$ cat src/rtl/t0as_pkg.sv
// Shared types and constants for the T=0 APDU splitter.
// Used by t0as_step and t0_apdu_splitter; depends on nothing.
package t0as_pkg;

   localparam int MAX_APDU_LEN = 512;
   localparam int LEN_CAP_INT  = (MAX_APDU_LEN > 1023) ? 1023 : MAX_APDU_LEN;
   localparam logic [9:0] LEN_CAP = 10'(LEN_CAP_INT);
   localparam logic [7:0] NULL_BYTE = 8'h60;

   typedef enum logic [1:0] {
      MODE_BYTE     = 2'd0,
      MODE_BOUNDARY = 2'd1,
      MODE_RESET    = 2'd2
   } mode_type;

   typedef enum logic [8:0] {
      PH_CLA      = 9'b000000001,
      PH_INS      = 9'b000000010,
      PH_P1       = 9'b000000100,
      PH_P2       = 9'b000001000,
      PH_P3       = 9'b000010000,
      PH_PROC     = 9'b000100000,
      PH_DATA     = 9'b001000000,
      PH_DATA_ONE = 9'b010000000,
      PH_SW2      = 9'b100000000
   } phase_type;

   typedef enum logic [3:0] {
      ROLE_CLA     = 4'd0,
      ROLE_INS     = 4'd1,
      ROLE_P1      = 4'd2,
      ROLE_P2      = 4'd3,
      ROLE_P3      = 4'd4,
      ROLE_DATA    = 4'd5,
      ROLE_NULL    = 4'd6,
      ROLE_ACK_ALL = 4'd7,
      ROLE_ACK_ONE = 4'd8,
      ROLE_SW1     = 4'd9,
      ROLE_SW2     = 4'd10,
      ROLE_NONE    = 4'd11
   } role_type;

   typedef struct packed {
      phase_type  phase;
      logic [7:0] ins;
      logic [7:0] remaining;
      logic [9:0] count;
      logic       ovf;
   } state_type;

   typedef struct packed {
      logic       valid;
      logic [7:0] byte_out;
      role_type   role;
      logic       kept;
      logic       apdu_end;
      logic [9:0] length;
      logic       overflow;
   } result_type;

   localparam state_type STATE_RESET = '{
      phase:     PH_CLA,
      ins:       8'd0,
      remaining: 8'd0,
      count:     10'd0,
      ovf:       1'b0
   };

endpackage

$ cat src/rtl/t0as_step.sv
// Per-transaction decode: next splitter state and result from the current state.
// Depends on t0as_pkg.
module t0as_step (
   input  t0as_pkg::state_type  state,
   input  t0as_pkg::mode_type   mode,
   input  logic [7:0]           byte_value,
   output t0as_pkg::state_type  state_next,
   output t0as_pkg::result_type result
);

   logic [7:0] ins_p1;
   logic [7:0] rem_dec;
   logic       at_cap;
   logic [9:0] count_kept;
   logic       ovf_kept;
   logic       keep;
   logic       ends;

   assign ins_p1     = state.ins + 8'd1;
   assign rem_dec    = state.remaining - 8'd1;
   assign at_cap     = (state.count >= t0as_pkg::LEN_CAP);
   assign count_kept = at_cap ? state.count : state.count + 10'd1;
   assign ovf_kept   = state.ovf | at_cap;

   always_comb begin
      state_next      = state;
      result.valid    = 1'b0;
      result.byte_out = byte_value;
      result.role     = t0as_pkg::ROLE_NONE;
      result.kept     = 1'b0;
      result.apdu_end = 1'b0;
      result.length   = state.count;
      result.overflow = state.ovf;
      keep            = 1'b0;
      ends            = 1'b0;

      case (mode)
         t0as_pkg::MODE_RESET: begin
            state_next = t0as_pkg::STATE_RESET;
         end
         t0as_pkg::MODE_BOUNDARY: begin
            result.valid    = 1'b1;
            result.byte_out = 8'd0;
            result.apdu_end = 1'b1;
            state_next      = t0as_pkg::STATE_RESET;
            state_next.ins  = state.ins;
         end
         t0as_pkg::MODE_BYTE: begin
            result.valid = 1'b1;
            case (state.phase)
               t0as_pkg::PH_INS: begin
                  keep             = 1'b1;
                  state_next.ins   = byte_value;
                  state_next.phase = t0as_pkg::PH_P1;
                  result.role      = t0as_pkg::ROLE_INS;
               end
               t0as_pkg::PH_P1: begin
                  keep             = 1'b1;
                  state_next.phase = t0as_pkg::PH_P2;
                  result.role      = t0as_pkg::ROLE_P1;
               end
               t0as_pkg::PH_P2: begin
                  keep             = 1'b1;
                  state_next.phase = t0as_pkg::PH_P3;
                  result.role      = t0as_pkg::ROLE_P2;
               end
               t0as_pkg::PH_P3: begin
                  keep                 = 1'b1;
                  state_next.remaining = byte_value;
                  state_next.phase     = t0as_pkg::PH_PROC;
                  result.role          = t0as_pkg::ROLE_P3;
               end
               t0as_pkg::PH_DATA: begin
                  keep                 = 1'b1;
                  state_next.remaining = rem_dec;
                  if (rem_dec == 8'd0) begin
                     state_next.phase = t0as_pkg::PH_PROC;
                  end
                  result.role = t0as_pkg::ROLE_DATA;
               end
               t0as_pkg::PH_DATA_ONE: begin
                  keep                 = 1'b1;
                  state_next.remaining = rem_dec;
                  state_next.phase     = t0as_pkg::PH_PROC;
                  result.role          = t0as_pkg::ROLE_DATA;
               end
               t0as_pkg::PH_PROC: begin
                  if (byte_value == t0as_pkg::NULL_BYTE) begin
                     result.role = t0as_pkg::ROLE_NULL;
                  end else if (byte_value == state.ins || byte_value == ins_p1 ||
                               byte_value == ~ins_p1) begin
                     state_next.phase = t0as_pkg::PH_DATA;
                     result.role      = t0as_pkg::ROLE_ACK_ALL;
                  end else if (byte_value == ~state.ins) begin
                     state_next.phase = t0as_pkg::PH_DATA_ONE;
                     result.role      = t0as_pkg::ROLE_ACK_ONE;
                  end else begin
                     keep             = 1'b1;
                     state_next.phase = t0as_pkg::PH_SW2;
                     result.role      = t0as_pkg::ROLE_SW1;
                  end
               end
               t0as_pkg::PH_SW2: begin
                  keep        = 1'b1;
                  ends        = 1'b1;
                  result.role = t0as_pkg::ROLE_SW2;
               end
               default: begin
                  keep             = 1'b1;
                  state_next.phase = t0as_pkg::PH_INS;
                  result.role      = t0as_pkg::ROLE_CLA;
               end
            endcase

            if (keep) begin
               result.kept      = 1'b1;
               result.length    = count_kept;
               result.overflow  = ovf_kept;
               state_next.count = count_kept;
               state_next.ovf   = ovf_kept;
            end
            // SW2 closes the APDU after the result has taken the final count
            if (ends) begin
               result.apdu_end      = 1'b1;
               state_next.phase     = t0as_pkg::PH_CLA;
               state_next.remaining = 8'd0;
               state_next.count     = 10'd0;
               state_next.ovf       = 1'b0;
            end
         end
         default: begin
            state_next = state;
         end
      endcase
   end

endmodule

$ cat src/rtl/t0_apdu_splitter.sv
// Throughput: one transaction per cycle while no result waits for the output slot;
// the single t0as_step update between input and result register sets that figure.
// Reset (synchronous, active high) returns to class-byte-expected with an empty APDU
// and instruction byte zero, and empties both registers.
// Top level: input register, splitter state, result register. Uses t0as_pkg, t0as_step.
module t0_apdu_splitter (
   input  logic       clock,
   input  logic       reset,
   input  logic       req_valid,
   output logic       req_ready,
   input  logic [1:0] req_mode,
   input  logic [7:0] req_byte_value,
   output logic       rsp_valid,
   input  logic       rsp_ready,
   output logic [7:0] rsp_byte_out,
   output logic [3:0] rsp_role,
   output logic       rsp_kept,
   output logic       rsp_apdu_end,
   output logic [9:0] rsp_apdu_length,
   output logic       rsp_overflow
);

   logic                 in_valid_ff;
   t0as_pkg::mode_type   in_mode_ff;
   logic [7:0]           in_byte_ff;
   t0as_pkg::state_type  state_ff;
   t0as_pkg::state_type  state_in;
   t0as_pkg::result_type result;
   logic                 rsp_valid_ff;
   t0as_pkg::result_type rsp_ff;
   logic                 out_free;
   logic                 fire;

   t0as_step u_step (
      .state      (state_ff),
      .mode       (in_mode_ff),
      .byte_value (in_byte_ff),
      .state_next (state_in),
      .result     (result)
   );

   assign out_free  = !rsp_valid_ff || rsp_ready;
   // advance unless a result must wait for the output slot
   assign fire      = in_valid_ff && (!result.valid || out_free);
   assign req_ready = !in_valid_ff || fire;

   always_ff @(posedge clock) begin
      if (reset) begin
         in_valid_ff <= 1'b0;
      end else if (req_valid && req_ready) begin
         in_valid_ff <= 1'b1;
      end else if (fire) begin
         in_valid_ff <= 1'b0;
      end
   end

   always_ff @(posedge clock) begin
      if (req_valid && req_ready) begin
         in_mode_ff <= t0as_pkg::mode_type'(req_mode);
         in_byte_ff <= req_byte_value;
      end
   end

   always_ff @(posedge clock) begin
      if (reset) begin
         state_ff <= t0as_pkg::STATE_RESET;
      end else if (fire) begin
         state_ff <= state_in;
      end
   end

   always_ff @(posedge clock) begin
      if (reset) begin
         rsp_valid_ff <= 1'b0;
      end else if (fire && result.valid) begin
         rsp_valid_ff <= 1'b1;
      end else if (rsp_ready) begin
         rsp_valid_ff <= 1'b0;
      end
   end

   always_ff @(posedge clock) begin
      if (fire && result.valid) begin
         rsp_ff <= result;
      end
   end

   assign rsp_valid       = rsp_valid_ff;
   assign rsp_byte_out    = rsp_ff.byte_out;
   assign rsp_role        = rsp_ff.role;
   assign rsp_kept        = rsp_ff.kept;
   assign rsp_apdu_end    = rsp_ff.apdu_end;
   assign rsp_apdu_length = rsp_ff.length;
   assign rsp_overflow    = rsp_ff.overflow;

   a_phase_onehot: assert property (@(posedge clock) disable iff (reset)
      $onehot(state_ff.phase))
      else $error("phase register not one-hot");

   a_no_overwrite: assert property (@(posedge clock) disable iff (reset)
      (rsp_valid_ff && !rsp_ready) |-> !(fire && result.valid))
      else $error("pending result overwritten");

   a_end_clears: assert property (@(posedge clock) disable iff (reset)
      (fire && result.valid && result.apdu_end) |=>
         (state_ff.count == 10'd0 && !state_ff.ovf &&
          state_ff.phase == t0as_pkg::PH_CLA))
      else $error("APDU not cleared after its last transaction");

   a_length_cap: assert property (@(posedge clock) disable iff (reset)
      rsp_valid_ff |-> (rsp_apdu_length <= t0as_pkg::LEN_CAP))
      else $error("APDU length beyond cap");

   a_boundary_shape: assert property (@(posedge clock) disable iff (reset)
      (rsp_valid_ff && rsp_role == t0as_pkg::ROLE_NONE) |->
         (rsp_apdu_end && !rsp_kept && rsp_byte_out == 8'd0))
      else $error("malformed boundary result");

endmodule

$ cat config.mk
export PLATFORM = sky130hd
export DESIGN_NAME = t0_apdu_splitter
export DESIGN_NICKNAME = d
export VERILOG_FILES = /design/src/rtl/t0as_pkg.sv /design/src/rtl/t0as_step.sv /design/src/rtl/t0_apdu_splitter.sv
export SDC_FILE = /design/constraint.sdc
export NUM_CORES = 1
export LEC_CHECK = 0
export BUFFER_PORTS_ARGS = -buffer_cell sky130_fd_sc_hd__buf_4
export CORE_MARGIN = 1.5
export CORE_UTILIZATION = 54
export CTS_BUF_LIST = sky130_fd_sc_hd__clkbuf_8
export CTS_CLUSTER_DIAMETER = 200
export DETAILED_ROUTE_END_ITERATION = 8
export GPL_TIMING_DRIVEN = 0
export PLACE_DENSITY = 0.74
export SLEW_MARGIN = 20
export SYNTH_ARGS = -nofsm -noshare
export SYNTH_HDL_FRONTEND = slang
export SYNTH_SLANG_ARGS = --single-unit
$ cat constraint.sdc
create_clock -name clock -period 7.9 [get_ports clock]
set_input_delay 0.395 -clock clock [delete_from_list [all_inputs] [get_ports clock]]
set_output_delay 0.395 -clock clock [all_outputs]
set_load 0.02 [all_outputs]
==> metrics.md <==
| Metric | Value |
|---|---|
| Net count of the mapped netlist | between 400 and 500 |
| Number of fill cells in the layout | ~580 |
| Worst Skew | between 0.008 and 0.009 ns |
| Number of sinks handled by clock tree synthesis | 73 |
| Number of nets in the finished design | about 500 |
| CTS tree | yes |
| Post-CTS Hold Fix Bufs | 0 |
| Skew-Pair Late Insertion Delay | ~0.36 ns |
| Worst path setup slack after routing | about 4.7 ns |
| Leak pwr | roughly 1.7 nW |
| Most common flop cell mapped by yosys | sky130_fd_sc_hd__dfxtp_1 |
| Pre-CTS setup slack | about 4.8 ns |
| Commonest cells after routing, fill and taps aside | sky130_fd_sc_hd__nand2_1, sky130_fd_sc_hd__nor2_1, sky130_fd_sc_hd__buf_4 |
| CP required | around 8.0 ns |
| Kind of start point of the critical path | register |
| Worst Tran Pin Value | around 0.98 ns |
| Number of CTS-inserted buffers | 9 |
| Post-Syn Instances | ~430 |
| Number of antenna violations at the first check in global routing | 0 |
| FFs w/ async S/R, synth | 0% |
| Post-DP HPWL | about 6.6 mm |
| Residual DRC | 0 |
| Crit share post-route | between 30 and 40% |
| # Max-Cap Violations | 0 |
| Setup repair after global routing missed its margin | no |
| Relative slew slack | approximately a third |
| Std-Cell Rows | 30 |
| Number of enable-type register cells in the synthesized netlist | 35 |
| H-tree depth reported by CTS | 3 |
| Switching Share | 23.1% |
| Pin count of the biggest net entering global routing | 26 |
| Wire length of the first global-routing pass | 14.9 mm |
| Maximum count of clock buffers along a single path | 2 |
| Summed instance area of the synthesized netlist | between 0.003 and 0.004 mm2 |
| Initial DRC count | 292 |
| Fraction of layout cells with a size suffix above 1 | between 10% and 20% |
| Total of flip-flops plus latches after synthesis | 73 |
| Logic depth of the worst register-to-register path | 9 |
| Min-Delay Startpoint | req_byte_value[7] |
| Clock transition at path regs | about 0.08 ns |
| Status | complete, no violations |
| Final estimated routing congestion in global placement | roughly 0.9 |
| Synth area leaders | sky130_fd_sc_hd__edfxtp_1, sky130_fd_sc_hd__dfxtp_1, sky130_fd_sc_hd__nand2_1, sky130_fd_sc_hd__nor2_1, sky130_fd_sc_hd__a21oi_1 |
| Proportion of synthesized chip area in sequential cells | 46.6% |
| Via count of the first global-routing pass | around 3,100 |
| Share of Yosys cell area claimed by the top area cell type | 27.1% |
| Most common cell after layout, fill and taps aside | sky130_fd_sc_hd__nand2_1 |
| Quantity of I/O buffers inserted on ports | 40 |
| Total number of vias | around 3,400 |
| Clock period minus worst slack | 3.16 ns |
| Width of the die | around 88 um |
| Number of hold violations in the final report | 0 |
| IR Drop Worst-Case VDD | 0.0000915 V |
| Area grow syn2layout | 17.1% |
| Syn avg cell area | roughly 9.1 um2 |
| Top fanout value on the critical path | 7 |
| Highest clock frequency the design can meet | about 320 MHz |
| Internal cell power | 0.635 mW |
| Remaining Overflow, GRT | 0 |
| Startpoint of the lowest-slack register-to-register path | state_ff[20] |
| Antenna Diode Count | 0 |
| Reg2Reg Capture Point | rsp_apdu_length[1] |
| Warnings, synthesis | 0 |
| First drt pass iteration count | 5 |
| Antenna-violating nets left | 0 |
| Reg power frac | about half |
| Gate power share | around 7.6% |
| Cell at the root of the clock tree | sky130_fd_sc_hd__clkbuf_8 |
| Min-Delay Path Class | in -> reg |
| Total negative slack | 0 ns |
| Placeable Area | roughly 0.007 mm2 |
| Total net switching power | about 0.19 mW |
| Critical Setup Path Class | reg -> reg |
| Post-CTS Setup Repair Bufs | 0 |
| Post-synth top area cell | sky130_fd_sc_hd__edfxtp_1 |
| Wirelength per Cell | about 16 um |
| Initial Util | 56.6% |
| Number of vias per cell | about 6 |
| Resized cells post-CTS | 0 |
| I/O pin cnt | between 40 and 50 |
| CP endpoint kind | register |
| Height of the die | approximately 90 um |
| DRT Wirelength | around 9.2 mm |
| Final Max Tran Viols | 0 |
| Proportion of power drawn by the clock network | a little over two fifths |
| Final setup violation count | 0 |
| Total Die Area | roughly 0.0077 mm2 |
| Count of different cell masters after synthesis | between 60 and 70 |
| Critical path data arrival time | 3.27 ns |
| GRT Total Usage | about a quarter |
| R2R Setup Slk | 4.74 ns |
| Number of stages on the worst hold path | 1 |
| End of the worst hold path | in_byte_ff[7] |
| Power per unit of standard cell area | 182 mW/mm2 |
[layer usage]
metal,global-route usage [%],share of wire (%),vias to the layer above
met1,32.9,45,1618
met3,4.62,5.2,19
met2,41.5,48,121
li1,-,-,1663
met5,0,0,-
met4,9.67,2.0,0
[worst max-delay path by stage]
stage,cells after the start,endpoint,from,slack [ns]
4_1_cts,9,rsp_apdu_length[1],state_ff[20],4.77
2_1_floorplan,9,rsp_apdu_length[1],state_ff[19],5.09
3_3_place_gp,9,rsp_apdu_length[1],state_ff[20],4.83
5_1_grt,10,rsp_apdu_length[6],state_ff[20],4.62
6_report,9,rsp_apdu_length[1],state_ff[20],4.74
3_5_place_dp,9,rsp_apdu_length[1],state_ff[20],4.80
[critical path: stages (launching register included)]
cell	delay, ns
sky130_fd_sc_hd__dfxtp_1	0.45
sky130_fd_sc_hd__ha_1	0.30
sky130_fd_sc_hd__and3_1	0.25
sky130_fd_sc_hd__a31oi_1	0.12
sky130_fd_sc_hd__o2111ai_1	0.23
sky130_fd_sc_hd__a211oi_1	0.08
sky130_fd_sc_hd__a211o_1	0.41
sky130_fd_sc_hd__o31a_1	0.38
sky130_fd_sc_hd__or3_4	0.41
sky130_fd_sc_hd__mux2_4	0.30
[metrics by stage]
step / instances / area (um2) / hold slack [ns] / total power, mW / util (%)
5_1_grt: 579 / 4550 / 0.201 / 0.849 / 66.2
4_1_cts: 579 / 4550 / 0.202 / 0.829 / 66.2
6_report: 579 / 4550 / 0.212 / 0.826 / 66.2
3_5_place_dp: 563 / 4310 / 0.470 / 0.482 / 62.8
3_3_place_gp: 563 / 4310 / 0.468 / 0.481 / 62.7
2_1_floorplan: 427 / 3880 / 0.436 / 0.459 / -
[power by group through the flow]
stage	combinational (mW)	clock, mW	sequential (mW)
floorplan	0.0363	0	0.422
global placement	0.0605	0	0.421
detailed placement	0.0617	0	0.421
CTS	0.0620	0.355	0.412
global route	0.0685	0.368	0.413
finish	0.0624	0.352	0.412
[cells in the mapped netlist, drive strengths merged (11+ instances only)]
cell type,instances
nand3,24
dfxtp,38
nor2,42
o21ai,20
clkbuf,11
xnor2,13
a21oi,27
inv,14
nand2,45
nor3,14
xor2,13
edfxtp,35
[flip-flops by register name, summed over array words and instances (netlist names)]
name and cells:
state_ff 36, rsp_apdu_length 10, in_byte_ff 8, rsp_byte_out 8
rsp_role 4, in_mode_ff 2, in_valid_ff 1, rsp_apdu_end 1
rsp_kept 1, rsp_overflow 1, rsp_valid 1
[cell type report]
cell class                 count  area, um2  share of cell area [%]
clock inverter                 7        111                    2.45
tap                           96        120                    2.64
buffer                        21       97.6                    2.15
inverter                      14       52.6                    1.16
timing repair buffer          40        300                    6.60
sequential                    73       1810                    39.8
clock buffer                   9        124                    2.72
multi-input combinational    319       1930                    42.4
[kinds of logic (layout without fill, tap and decap cells)]
| logic type | count (synthesis) | in the layout | synth area share (%) |
|---|---|---|---|
| simple gates | 190 | 190 | 25.2 |
| compound gates | 97 | 97 | 16.5 |
| flops | 73 | 73 | 46.6 |
| buf+inv | 35 | 91 | 3.86 |
| xor+xnor | 26 | 26 | 5.86 |
| fa+ha+maj | 5 | 5 | 1.61 |
| mux | 1 | 1 | 0.386 |
(Power assumes the default switching activity.)
